$ cat config.mk
export PLATFORM = sky130hd
export DESIGN_NAME = motion_lighting_sequencer
export DESIGN_NICKNAME = d
export VERILOG_FILES = /design/src/sv/mls_pkg.sv /design/src/sv/mls_csr.sv /design/src/sv/mls_core.sv /design/src/sv/motion_lighting_sequencer.sv
export SDC_FILE = /design/constraint.sdc
export NUM_CORES = 1
export LEC_CHECK = 0
export BUFFER_PORTS_ARGS = -buffer_cell sky130_fd_sc_hd__buf_2
export CAP_MARGIN = 20
export CORE_ASPECT_RATIO = 2
export CORE_MARGIN = 5
export CORE_UTILIZATION = 45
export CTS_CLUSTER_DIAMETER = 200
export DETAILED_ROUTE_END_ITERATION = 16
export GPL_TIMING_DRIVEN = 0
export PLACE_DENSITY = 0.7
export SLEW_MARGIN = 25
export SYNTH_ARGS = -nofsm -noshare
export SYNTH_HDL_FRONTEND = slang
export SYNTH_HIERARCHICAL = 1
export SYNTH_SLANG_ARGS = --single-unit
$ cat constraint.sdc
create_clock -name clock -period 3.7 [get_ports clock]
set_input_delay 0.74 -clock clock [delete_from_list [all_inputs] [get_ports clock]]
set_output_delay 0.74 -clock clock [all_outputs]
set_load 0.02 [all_outputs]
$ cat src/sv/mls_pkg.sv
// package for the motion lighting sequencer
// request and response payload types, configuration types, phase codes
// no dependencies
`default_nettype none

package mls_pkg;

   localparam int HourWidth  = 5;
   localparam int TickWidth  = 6;
   localparam int CsrIdxWidth = 2;
   localparam int CsrDataWidth = 6;

   typedef enum logic [CsrIdxWidth-1:0] {
      CSR_DAY_START = 2'd0,
      CSR_DAY_END   = 2'd1,
      CSR_RAMP      = 2'd2,
      CSR_HOLD      = 2'd3
   } csr_index_type;

   typedef enum logic [2:0] {
      PH_IDLE = 3'd0,
      PH_RAMP = 3'd1,
      PH_HOLD = 3'd2,
      PH_OFF1 = 3'd3,
      PH_OFF3 = 3'd4
   } phase_type;

   typedef struct packed {
      logic                 motion_first;
      logic                 motion_second;
      logic                 force_on;
      logic                 force_off;
      logic [HourWidth-1:0] hour_now;
   } req_type;

   typedef struct packed {
      logic lamp_first;
      logic lamp_middle;
      logic lamp_last;
   } rsp_type;

   typedef struct packed {
      logic [HourWidth-1:0] day_start_hour;
      logic [HourWidth-1:0] day_end_hour;
      logic [TickWidth-1:0] ramp_ticks;
      logic [TickWidth-1:0] hold_ticks;
   } cfg_type;

   localparam logic [HourWidth-1:0] DayStartReset = 5'd7;
   localparam logic [HourWidth-1:0] DayEndReset   = 5'd17;
   localparam logic [TickWidth-1:0] RampReset     = 6'd40;
   localparam logic [TickWidth-1:0] HoldReset     = 6'd20;

   // a zero wait setting behaves as one tick
   function automatic logic [TickWidth-1:0] ticks_of(input logic [TickWidth-1:0] setting);
      ticks_of = (setting == '0) ? TickWidth'(1) : setting;
   endfunction

endpackage

`default_nettype wire

$ cat src/sv/mls_csr.sv
// configuration registers of the motion lighting sequencer
// depends on mls_pkg
`default_nettype none

module mls_csr
   import mls_pkg::*;
(
   input  wire logic                    clock,
   input  wire logic                    reset,
   input  wire logic                    csr_we,
   input  wire logic [CsrIdxWidth-1:0]  csr_index,
   input  wire logic [CsrDataWidth-1:0] csr_wdata,
   output cfg_type                      cfg
);

   cfg_type cfg_ff;

   always_ff @(posedge clock) begin
      if (reset) begin
         cfg_ff.day_start_hour <= DayStartReset;
         cfg_ff.day_end_hour   <= DayEndReset;
         cfg_ff.ramp_ticks     <= RampReset;
         cfg_ff.hold_ticks     <= HoldReset;
      end else if (csr_we) begin
         unique case (csr_index_type'(csr_index))
            CSR_DAY_START: cfg_ff.day_start_hour <= csr_wdata[HourWidth-1:0];
            CSR_DAY_END:   cfg_ff.day_end_hour   <= csr_wdata[HourWidth-1:0];
            CSR_RAMP:      cfg_ff.ramp_ticks     <= csr_wdata[TickWidth-1:0];
            CSR_HOLD:      cfg_ff.hold_ticks     <= csr_wdata[TickWidth-1:0];
            default:       cfg_ff <= cfg_ff;
         endcase
      end
   end

   assign cfg = cfg_ff;

endmodule

`default_nettype wire

$ cat src/sv/mls_core.sv
// sequencer state and the per-tick update of the motion lighting sequencer
// depends on mls_pkg
`default_nettype none

module mls_core
   import mls_pkg::*;
(
   input  wire logic    clock,
   input  wire logic    reset,
   input  wire logic    step,      // consume one tick this cycle
   input  wire req_type req,
   input  wire cfg_type cfg,
   output rsp_type      lamps_next // lamp drives after this tick
);

   logic [2:0]           lamp_ff,  lamp_in;
   logic                 pend_ff,  pend_in;
   phase_type            phase_ff, phase_in;
   logic [TickWidth-1:0] wait_ff,  wait_in;

   logic                 button;
   logic [TickWidth-1:0] wait_dec;
   logic                 is_day;
   logic                 motion;

   always_comb begin
      button   = req.force_on | req.force_off;
      motion   = req.motion_first | req.motion_second;
      wait_dec = wait_ff - TickWidth'(1);
      is_day   = (cfg.day_start_hour <= req.hour_now) && (req.hour_now < cfg.day_end_hour);

      lamp_in  = lamp_ff;
      pend_in  = pend_ff;
      phase_in = phase_ff;
      wait_in  = wait_ff;

      unique case (phase_ff)
         PH_RAMP: begin
            if (!button) wait_in = wait_dec;
            if (button || wait_dec == '0) begin
               lamp_in[1] = 1'b1;
               phase_in   = PH_HOLD;
               wait_in    = ticks_of(cfg.hold_ticks);
            end
         end
         PH_HOLD: begin
            if (motion || button) begin
               phase_in = PH_IDLE;
            end else begin
               wait_in = wait_dec;
               if (wait_dec == '0) begin
                  lamp_in[1] = 1'b0;
                  pend_in    = 1'b0;
                  if (lamp_ff[0]) begin
                     phase_in = PH_OFF1;
                     wait_in  = ticks_of(cfg.ramp_ticks);
                  end else if (lamp_ff[2]) begin
                     phase_in = PH_OFF3;
                     wait_in  = ticks_of(cfg.ramp_ticks);
                  end else begin
                     phase_in = PH_IDLE;
                  end
               end
            end
         end
         PH_OFF1: begin
            if (!button) wait_in = wait_dec;
            if (button || wait_dec == '0) begin
               lamp_in[0] = 1'b0;
               if (lamp_ff[2]) begin
                  phase_in = PH_OFF3;
                  wait_in  = ticks_of(cfg.ramp_ticks);
               end else begin
                  phase_in = PH_IDLE;
               end
            end
         end
         PH_OFF3: begin
            if (!button) wait_in = wait_dec;
            if (button || wait_dec == '0) begin
               lamp_in[2] = 1'b0;
               phase_in   = PH_IDLE;
            end
         end
         default: begin
            phase_in = PH_IDLE;
            priority if (req.force_on) begin
               lamp_in = 3'b111;
            end else if (req.force_off || is_day) begin
               lamp_in = 3'b000;
            end else begin
               if (lamp_ff == 3'b111) lamp_in = 3'b000;
               if (req.motion_first) begin
                  lamp_in[0] = 1'b1;
                  lamp_in[2] = 1'b0;
                  pend_in    = 1'b1;
               end
               if (req.motion_second) begin
                  lamp_in[2] = 1'b1;
                  lamp_in[0] = 1'b0;
                  pend_in    = 1'b1;
               end
               if (pend_in && !lamp_in[1]) begin
                  phase_in = PH_RAMP;
                  wait_in  = ticks_of(cfg.ramp_ticks);
               end else if (!motion) begin
                  phase_in = PH_HOLD;
                  wait_in  = ticks_of(cfg.hold_ticks);
               end
            end
         end
      endcase

      lamps_next.lamp_first  = lamp_in[0];
      lamps_next.lamp_middle = lamp_in[1];
      lamps_next.lamp_last   = lamp_in[2];
   end

   always_ff @(posedge clock) begin
      if (reset) begin
         lamp_ff  <= '0;
         pend_ff  <= 1'b0;
         phase_ff <= PH_IDLE;
         wait_ff  <= '0;
      end else if (step) begin
         lamp_ff  <= lamp_in;
         pend_ff  <= pend_in;
         phase_ff <= phase_in;
         wait_ff  <= wait_in;
      end
   end

   // every wait phase runs with a nonzero count
   a_wait_nonzero: assert property (@(posedge clock) disable iff (reset)
      phase_ff != PH_IDLE |-> wait_ff != '0)
      else $error("wait phase with empty counter");

   // the first-off wait only runs while the first lamp is lit
   a_off1_lit: assert property (@(posedge clock) disable iff (reset)
      phase_ff == PH_OFF1 |-> lamp_ff[0])
      else $error("first-off wait with first lamp dark");

   // the last-off wait only runs while the last lamp is lit
   a_off3_lit: assert property (@(posedge clock) disable iff (reset)
      phase_ff == PH_OFF3 |-> lamp_ff[2])
      else $error("last-off wait with last lamp dark");

endmodule

`default_nettype wire

$ cat src/sv/motion_lighting_sequencer.sv
// top level of the motion lighting sequencer
// depends on mls_pkg, mls_csr and mls_core
`default_nettype none

// usage
//   req channel: one request per time tick with two motion flags, the on and
//   off buttons and the current hour; valid/ready handshake
//   rsp channel: one response per request with the three lamp drives as
//   they stand after that tick; valid/ready handshake
//   csr port: write enable, register index and data, taken on any edge with
//   csr_we high; write only while no request is in flight
// timing
//   a request lands in the input register, the sequencer state updates as
//   it moves to the response register, whose valid flag drives rsp_valid;
//   one request per cycle sustained while rsp_ready stays high
//   the rate is set by the state update between the two regs
// stall
//   when rsp_ready is low the response register holds, the input register
//   can still take one more request, then req_ready drops
// reset
//   lamps dark, sequencer idle, registers back to 7, 17, 40 and 20

module motion_lighting_sequencer
   import mls_pkg::*;
(
   input  wire logic                    clock,
   input  wire logic                    reset,
   input  wire logic                    req_valid,
   output      logic                    req_ready,
   input  wire req_type                 req_data,
   output      logic                    rsp_valid,
   input  wire logic                    rsp_ready,
   output rsp_type                      rsp_data,
   input  wire logic                    csr_we,
   input  wire logic [CsrIdxWidth-1:0]  csr_index,
   input  wire logic [CsrDataWidth-1:0] csr_wdata
);

   // input register
   logic    in_valid_ff, in_valid_in;
   req_type in_data_ff;
   // response register
   logic    out_valid_ff, out_valid_in;
   rsp_type out_data_ff;

   logic    advance;   // request moves from input to response register
   cfg_type cfg;
   rsp_type lamps_next;

   assign advance   = in_valid_ff && (!out_valid_ff || rsp_ready);
   assign req_ready = !in_valid_ff || advance;

   always_comb begin
      in_valid_in  = (in_valid_ff && !advance) || (req_valid && req_ready);
      out_valid_in = advance || (out_valid_ff && !rsp_ready);
   end

   always_ff @(posedge clock) begin
      if (reset) begin
         in_valid_ff  <= 1'b0;
         out_valid_ff <= 1'b0;
      end else begin
         in_valid_ff  <= in_valid_in;
         out_valid_ff <= out_valid_in;
      end
   end

   // payload registers, no reset needed
   always_ff @(posedge clock) begin
      if (req_valid && req_ready) in_data_ff <= req_data;
      if (advance) out_data_ff <= lamps_next;
   end

   mls_csr u_csr (
      .clock     (clock),
      .reset     (reset),
      .csr_we    (csr_we),
      .csr_index (csr_index),
      .csr_wdata (csr_wdata),
      .cfg       (cfg)
   );

   mls_core u_core (
      .clock      (clock),
      .reset      (reset),
      .step       (advance),
      .req        (in_data_ff),
      .cfg        (cfg),
      .lamps_next (lamps_next)
   );

   assign rsp_valid = out_valid_ff;
   assign rsp_data  = out_data_ff;

endmodule

`default_nettype wire

==> results of run 1 <==
## kinds of logic (layout without fill, tap and decap cells)
logic type      Yosys count  in the layout
compound gates          100            100
simple gates            132            132
flops                    49             49
fa+ha+maj                11             11
xor+xnor                  5              5
mux                      24             24
buf+inv                  39             73
## state kept, by name (all words and copies together) (netlist names)
name / count
u_csr/cfg: 22
in_data_ff: 9
u_core/wait_ff: 6
rsp_data: 3
u_core/lamp_ff: 3
u_core/phase_ff: 3
in_valid_ff: 1
rsp_valid: 1
u_core/pend_ff: 1
## area by class of cell
type                    instances  area, um2
plain buffers                  20        113
clock buffers                   6        139
clock inverters                 2       37.5
fillers                       679       3330
inverters                      19       71.3
multi-input cells             272       1900
flip-flops and latches         49       1100
well taps                      90        113
repair buffers                 26        130
## power by group through the flow
stage	Clock, uW	Sequential, uW	Combinational [uW]
final	546	598	295
after global routing	573	600	319
after CTS	550	597	290
after detailed placement	0	609	288
after global placement	0	608	284
after floorplan	0	605	207
## final timing paths
check	endpoint	from	depth (start not counted)
hold / removal	u_csr/cfg[13]	u_csr/cfg[13]	2
hold reg to reg	u_csr/cfg[13]	u_csr/cfg[13]	2
setup / recovery	u_core/wait_ff[2]	u_core/wait_ff[0]	8
setup reg to reg	u_core/wait_ff[2]	u_core/wait_ff[0]	8
## synthesized netlist by cell type, types with 4 or more instances
master | number | area share (%)
o21ai_0 | 13 | 2.0
nor2b_1 | 4 | 0.78
o21ai_1 | 6 | 0.94
a21oi_1 | 23 | 3.6
or3_1 | 4 | 0.78
ha_1 | 11 | 4.3
mux2i_1 | 24 | 7.5
nor3_1 | 5 | 0.78
o21bai_1 | 4 | 0.94
a211oi_1 | 14 | 3.3
nand3_1 | 8 | 1.3
nand2_1 | 10 | 1.2
inv_1 | 19 | 2.2
edfxtp_1 | 12 | 11
buf_2 | 5 | 0.78
clkbuf_1 | 12 | 1.4
nand2b_1 | 25 | 4.9
nor2_1 | 43 | 5.1
dfxtp_1 | 37 | 23
## critical path, cell delays in order (launching register included)
cell,delay (ns)
dfxtp_1,0.53
inv_1,0.09
ha_1,0.29
xnor2_1,0.29
nand2_1,0.22
o311ai_4,0.44
a22o_1,0.22
a21oi_1,0.04
a211oi_1,0.45
## per-layer routing
layer / up-vias / share of wire [%]
li1: 1381 / -
met1: 1373 / 32
met2: 108 / 57
met3: 44 / 3.8
met4: 0 / 7.2
met5: - / 0
## through the flow
step	setup slack, ns	hold slack [ns]
2_1_floorplan	1.70	0.446
5_1_grt	0.907	0.518
3_5_place_dp	1.03	0.475
3_3_place_gp	1.06	0.466
4_1_cts	1.01	0.487
6_report	0.986	0.490
==> reports/qor.txt, run 1 <==
Total negative slack: 0 ns
DRT Pass-1 Iters: 5
Fin nets: 426
Design area: 3610 um2
Post-synthesis xor/xnor area fraction: 2.55%
Final ANT Viol Nets: 0
Antenna Cells: 0
Final setup viols: 0
Root Buffer Master: clkbuf_16
Die Ht: 129 um
Placed Cells: 476
Main synth FF type: dfxtp_1
DP HPWL: 7.23 mm
Layout cells sized above 1: 15.5%
Internal power: 1030 uW
Synth Warn #: 6
Vias per cell: 6.00
Final Util: 52.0%
Outcome: finished, final reports clean
RSZ-0062 raised after global routing: no
Post-DP Area: 3430 um2
Comb power frac: 20.5%
# IOs: 27
Die Width: 69.5 um
Initial Util: 45.9%
Crit path arrival time: 2.86 ns
Drt drc: 0
Port bufs: 26
Clock share of power: 37.9%
Most common cell after layout, fill and taps aside: nor2_1
Initial antenna violation count: 0
Register area share after synthesis: 34.5%
R2r setup slk: 0.99 ns
LEAKAGE: 0.00144 uW
Simple-gate share of the synthesized area: 23.2%
Most frequent cells in the layout: nor2_1, dfxtp_1, buf_2
GP Congestion: 1.00
Flop pwr share: 41.5%
Crit-path max FO: 8
MaxCap Viol Count: 0
CTS tree: built
Synthesized cell area: 3190 um2
CTS max path bufs: 2
Psw: 409 uW
Post-CTS Hold Buffers: 0
Grt ovf: 0
Row count: 43
GR met1 Demand/Resource: 17.2%
Synthesized instance count: 360
Initial DRC Count: 204
Routed WL per cell: 19.2 um
Clock slew at reported path FFs: 0.07 ns
Worst Tran Pin Value: 0.672 ns
Pwr Total: 1440 uW
Synthesized-area fraction occupied by adder cells: 4.32%
Clock insertion delay at the later pin of the skew report: 0.30 ns
Met3 usage: 3.18%
Post-Syn Nets: 393
Crit Path Class: flip-flop to flip-flop
Period Utilization, post-route: 73.4%
Post-CTS Resized: 0
Gr busiest metal: met2
CP required: 3.85 ns
Largest net degree at the start of global routing: 16
Startpoint Class: flip-flop
Power per cell area: 399 nW/um2
Fin crit period: 2.71 ns
GRT Total Usage: 20.7%
Final Skew: 0.00634 ns
Compound-Gate Fraction of Synth Area: 22.1%
Post-synth ARST share: 0%
Sw frac: 28.5%
Hold WC Path Type: flip-flop to flip-flop
Layout area overhead: 13.1%
Routed WL: 9.28 mm
Non-filler cells, final: 484
DR vias: 2906
Post-synth EDFFs: 12
Final hold vios: 0
GR Layer Usage met2: 41.5%
Vias in the first global route: 2933
FF+latch count, synth: 49
CTS Buf Count: 5
Largest family of logic cells by synthesized area: simple AND/OR/NAND/NOR gates
Yosys cell types: 66
Slew headroom: 54.8%
First-pass GRT wire length: 14.3 mm
Max Freq: 368 MHz
H-tree depth: 2
Max VDD drop: 388 uV
Clock Sinks: 49
Post-CTS Setup Bufs: 0
Max-slew violation count: 0
Crit end category: flip-flop
Core area: 6940 um2
Mapped Avg Cell Area: 8.86 um2
Die area: 8970 um2
Multiplexer share of the synthesized area: 7.54%
Power figures use the tool's default switching activity.
==> run 2, diff against run 1 <==
- ABC_AREA: not set -> 1
- PLACE_DENSITY: 0.7 -> 0.72
- clock period: 3.7 -> 2.4 ns (I/O delays scaled with it)
==> run 2 against run 1 <==
Effect of this change: clock power increased by 52%; combinational power increased by 63%; final area increased by 0.76%; synthesized area increased by 1.3%; sequential share of layout area decreased by 0.23 points; worst setup slack got worse by 0.79 ns; clock skew increased by 0.0044 ns; synthesized cell count increased by 41%; sequential power increased by 56%; utilization about the same; critical path type unchanged; largest power group unchanged.
==> reports/qor.txt, run 2 <==
Psw: 698 uW
Core area: 6990 um2
Fin nets: 570
Largest Register: u_csr/cfg
CP most frequent cell: nand2_1
Final ANT Viol Nets: 0
Drt drc: 0
Clock share of power: 37.0%
Largest net degree at the start of global routing: 17
CTS tree: built
MaxCap Viol Count: 0
Layout cells sized above 1: 13.0%
Vias per cell: 5.29
Synth Warn #: 6
Startpoint Class: flip-flop
Routed WL: 8.74 mm
Post-synth ARST share: 0%
Mapped Avg Cell Area: 6.38 um2
Final hold vios: 0
Area leader, netlist: dfxtp_1
Crit end category: flip-flop
Initial DRC Count: 158
DRT Pass-1 Iters: 5
Largest register FFs: 22
Hold WC Path Type: input pin to flip-flop
Synthesized cell area: 3230 um2
Layout area overhead: 12.5%
RSZ-0062 raised after global routing: no
DP HPWL: 6.94 mm
Max VDD drop: 636 uV
Design area: 3630 um2
Power per cell area: 617 nW/um2
H-tree depth: 2
LEAKAGE: 0.00183 uW
Routed WL per cell: 13.9 um
Reg area: 1100 um2
Die Ht: 130 um
Post-synth EDFFs: 12
FF+latch count, synth: 49
Top post-synthesis cells by area: dfxtp_1, nand2_1, edfxtp_1
Internal power: 1540 uW
Clock insertion delay at the later pin of the skew report: 0.30 ns
Comb power frac: 21.4%
CTS max path bufs: 2
Most common cell after layout, fill and taps aside: nand2_1
Die Width: 69.9 um
# IOs: 27
Worst Tran Pin Value: 0.623 ns
Synth top cells by count: nand2_1, inv_1, nor2_1
Yosys cell types: 32
Flop pwr share: 41.6%
Row count: 43
Area of the multi-input gates: 1770 um2
First-pass GRT wire length: 14.2 mm
Final Skew: 0.0107 ns
CP required: 2.65 ns
Final setup viols: 0
Initial antenna violation count: 0
Grt ovf: 0
Initial Util: 46.2%
Slew headroom: 58.3%
Fin crit period: 2.20 ns
Post-CTS Setup Bufs: 0
Crit-path max FO: 10
Vias in the first global route: 3286
Max-slew violation count: 0
Post-CTS Resized: 0
Count leader, synth: nand2_1
Port bufs: 24
GRT Total Usage: 19.7%
Most frequent cells in the layout: nand2_1, inv_1, nor2_1
Period Utilization, post-route: 91.8%
Fillers: 718
Clock slew at reported path FFs: 0.07 ns
DR vias: 3325
Max Freq: 454 MHz
Register area share after synthesis: 34.1%
Antenna Cells: 0
Die area: 9080 um2
Max stage delay on crit path: 0.43 ns
Post-Syn Nets: 539
Crit path arrival time: 2.46 ns
Root Buffer Master: clkbuf_16
CP Cell Sequence: inv_2, ha_1, nand2_1, nand3_2, nor2_4, nand3_4, nand2_4, buf_6, nand2_1, nor2_1, nor2_1, nand3_1, nand2_1, inv_1
Largest regs: u_csr/cfg: 22 flops, in_data_ff: 9 flops, u_core/wait_ff: 6 flops
Slowest CP cell: dfxtp_1
Synthesized instance count: 506
Crit Path Class: flip-flop to flip-flop
Post-CTS Hold Buffers: 0
Sw frac: 31.1%
Clock Sinks: 49
CTS Buf Count: 5
Post-DP Area: 3460 um2
Top-area cell type share of the netlist area: 22.9%
GP Congestion: 0.965
Main synth FF type: dfxtp_1
Outcome: finished, final reports clean
Total negative slack: 0 ns
==> run 2: changes by cell type in the layout (fill, tap and decap cells not counted), sizes merged, moves of 13 or more <==
cell    change
nand2     +134
nor2       +26
mux2i      -24
nand3      +46
nand2b     -25
o21ai      +13
inv        +63
a211oi     -14
==> run 2: logic make-up after synthesis <==
logic type	after synthesis	synth area share, %
and+or+nand+nor	286	39.1
buffers and inverters	93	11.3
AOI/OAI and AO/OA	66	11.0
DFF	49	34.1
adders and majority gates	11	4.26
xor gates and xnor gates	1	0.271
==> run 2: critical path, delay by kind of cell (launching register included) <==
kind	cells	cell delay (ns)
AND/OR/NAND/NOR	10	1.15
buffers and inverters	3	0.30
flip-flops	1	0.43
adder cells (fa/ha/maj)	1	0.27
==> run 2: power groups by stage <==
stage | Clock [uW] | Sequential, uW | Combinational [uW]
detailed placement | 0 | 952 | 471
finish | 829 | 933 | 480
CTS | 838 | 934 | 474
global placement | 0 | 950 | 461
floorplan | 0 | 946 | 346
global route | 870 | 939 | 544
==> run 2: layout make-up <==
type,count,share of cell area [%]
tap,90,3.10
clock inverter,3,1.27
inverter,82,8.47
multi-input combinational,364,48.6
clock buffer,5,3.44
buffer,11,1.55
timing repair buffer,24,3.30
sequential,49,30.3
==> run 2: worst paths after layout <==
| check | cells after the start | slack [ns] | start | endpoint |
|---|---|---|---|---|
| worst min register to register | 2 | 0.48 | u_csr/cfg[18] | u_csr/cfg[18] |
| worst max register to register | 14 | 0.20 | u_core/wait_ff[0] | u_core/wait_ff[3] |
| worst min-delay path | 1 | 0.35 | req_data[7] | in_data_ff[7] |
| worst max-delay path | 14 | 0.20 | u_core/wait_ff[0] | u_core/wait_ff[3] |
==> run 2: through the flow <==
stage                     total power (uW)  hold WS, ns  utilization (%)  std cells  setup slack (ns)
after global routing                  2350        0.345             52.0        628           0.00259
after detailed placement              1420        0.467             49.5        620             0.249
after CTS                             2250        0.351             52.0        628             0.230
after global placement                1410        0.469             49.5        620             0.282
after floorplan                       1290        0.429                -        506             0.600
final                                 2240        0.354             52.0        628             0.197
==> run 2: metal layers <==
layer  wire (um)  global-route usage (%)
met1        2950                    16.2
met2        4790                    39.6
met3         339                    2.85
met4         654                    16.6
met5           0                       0
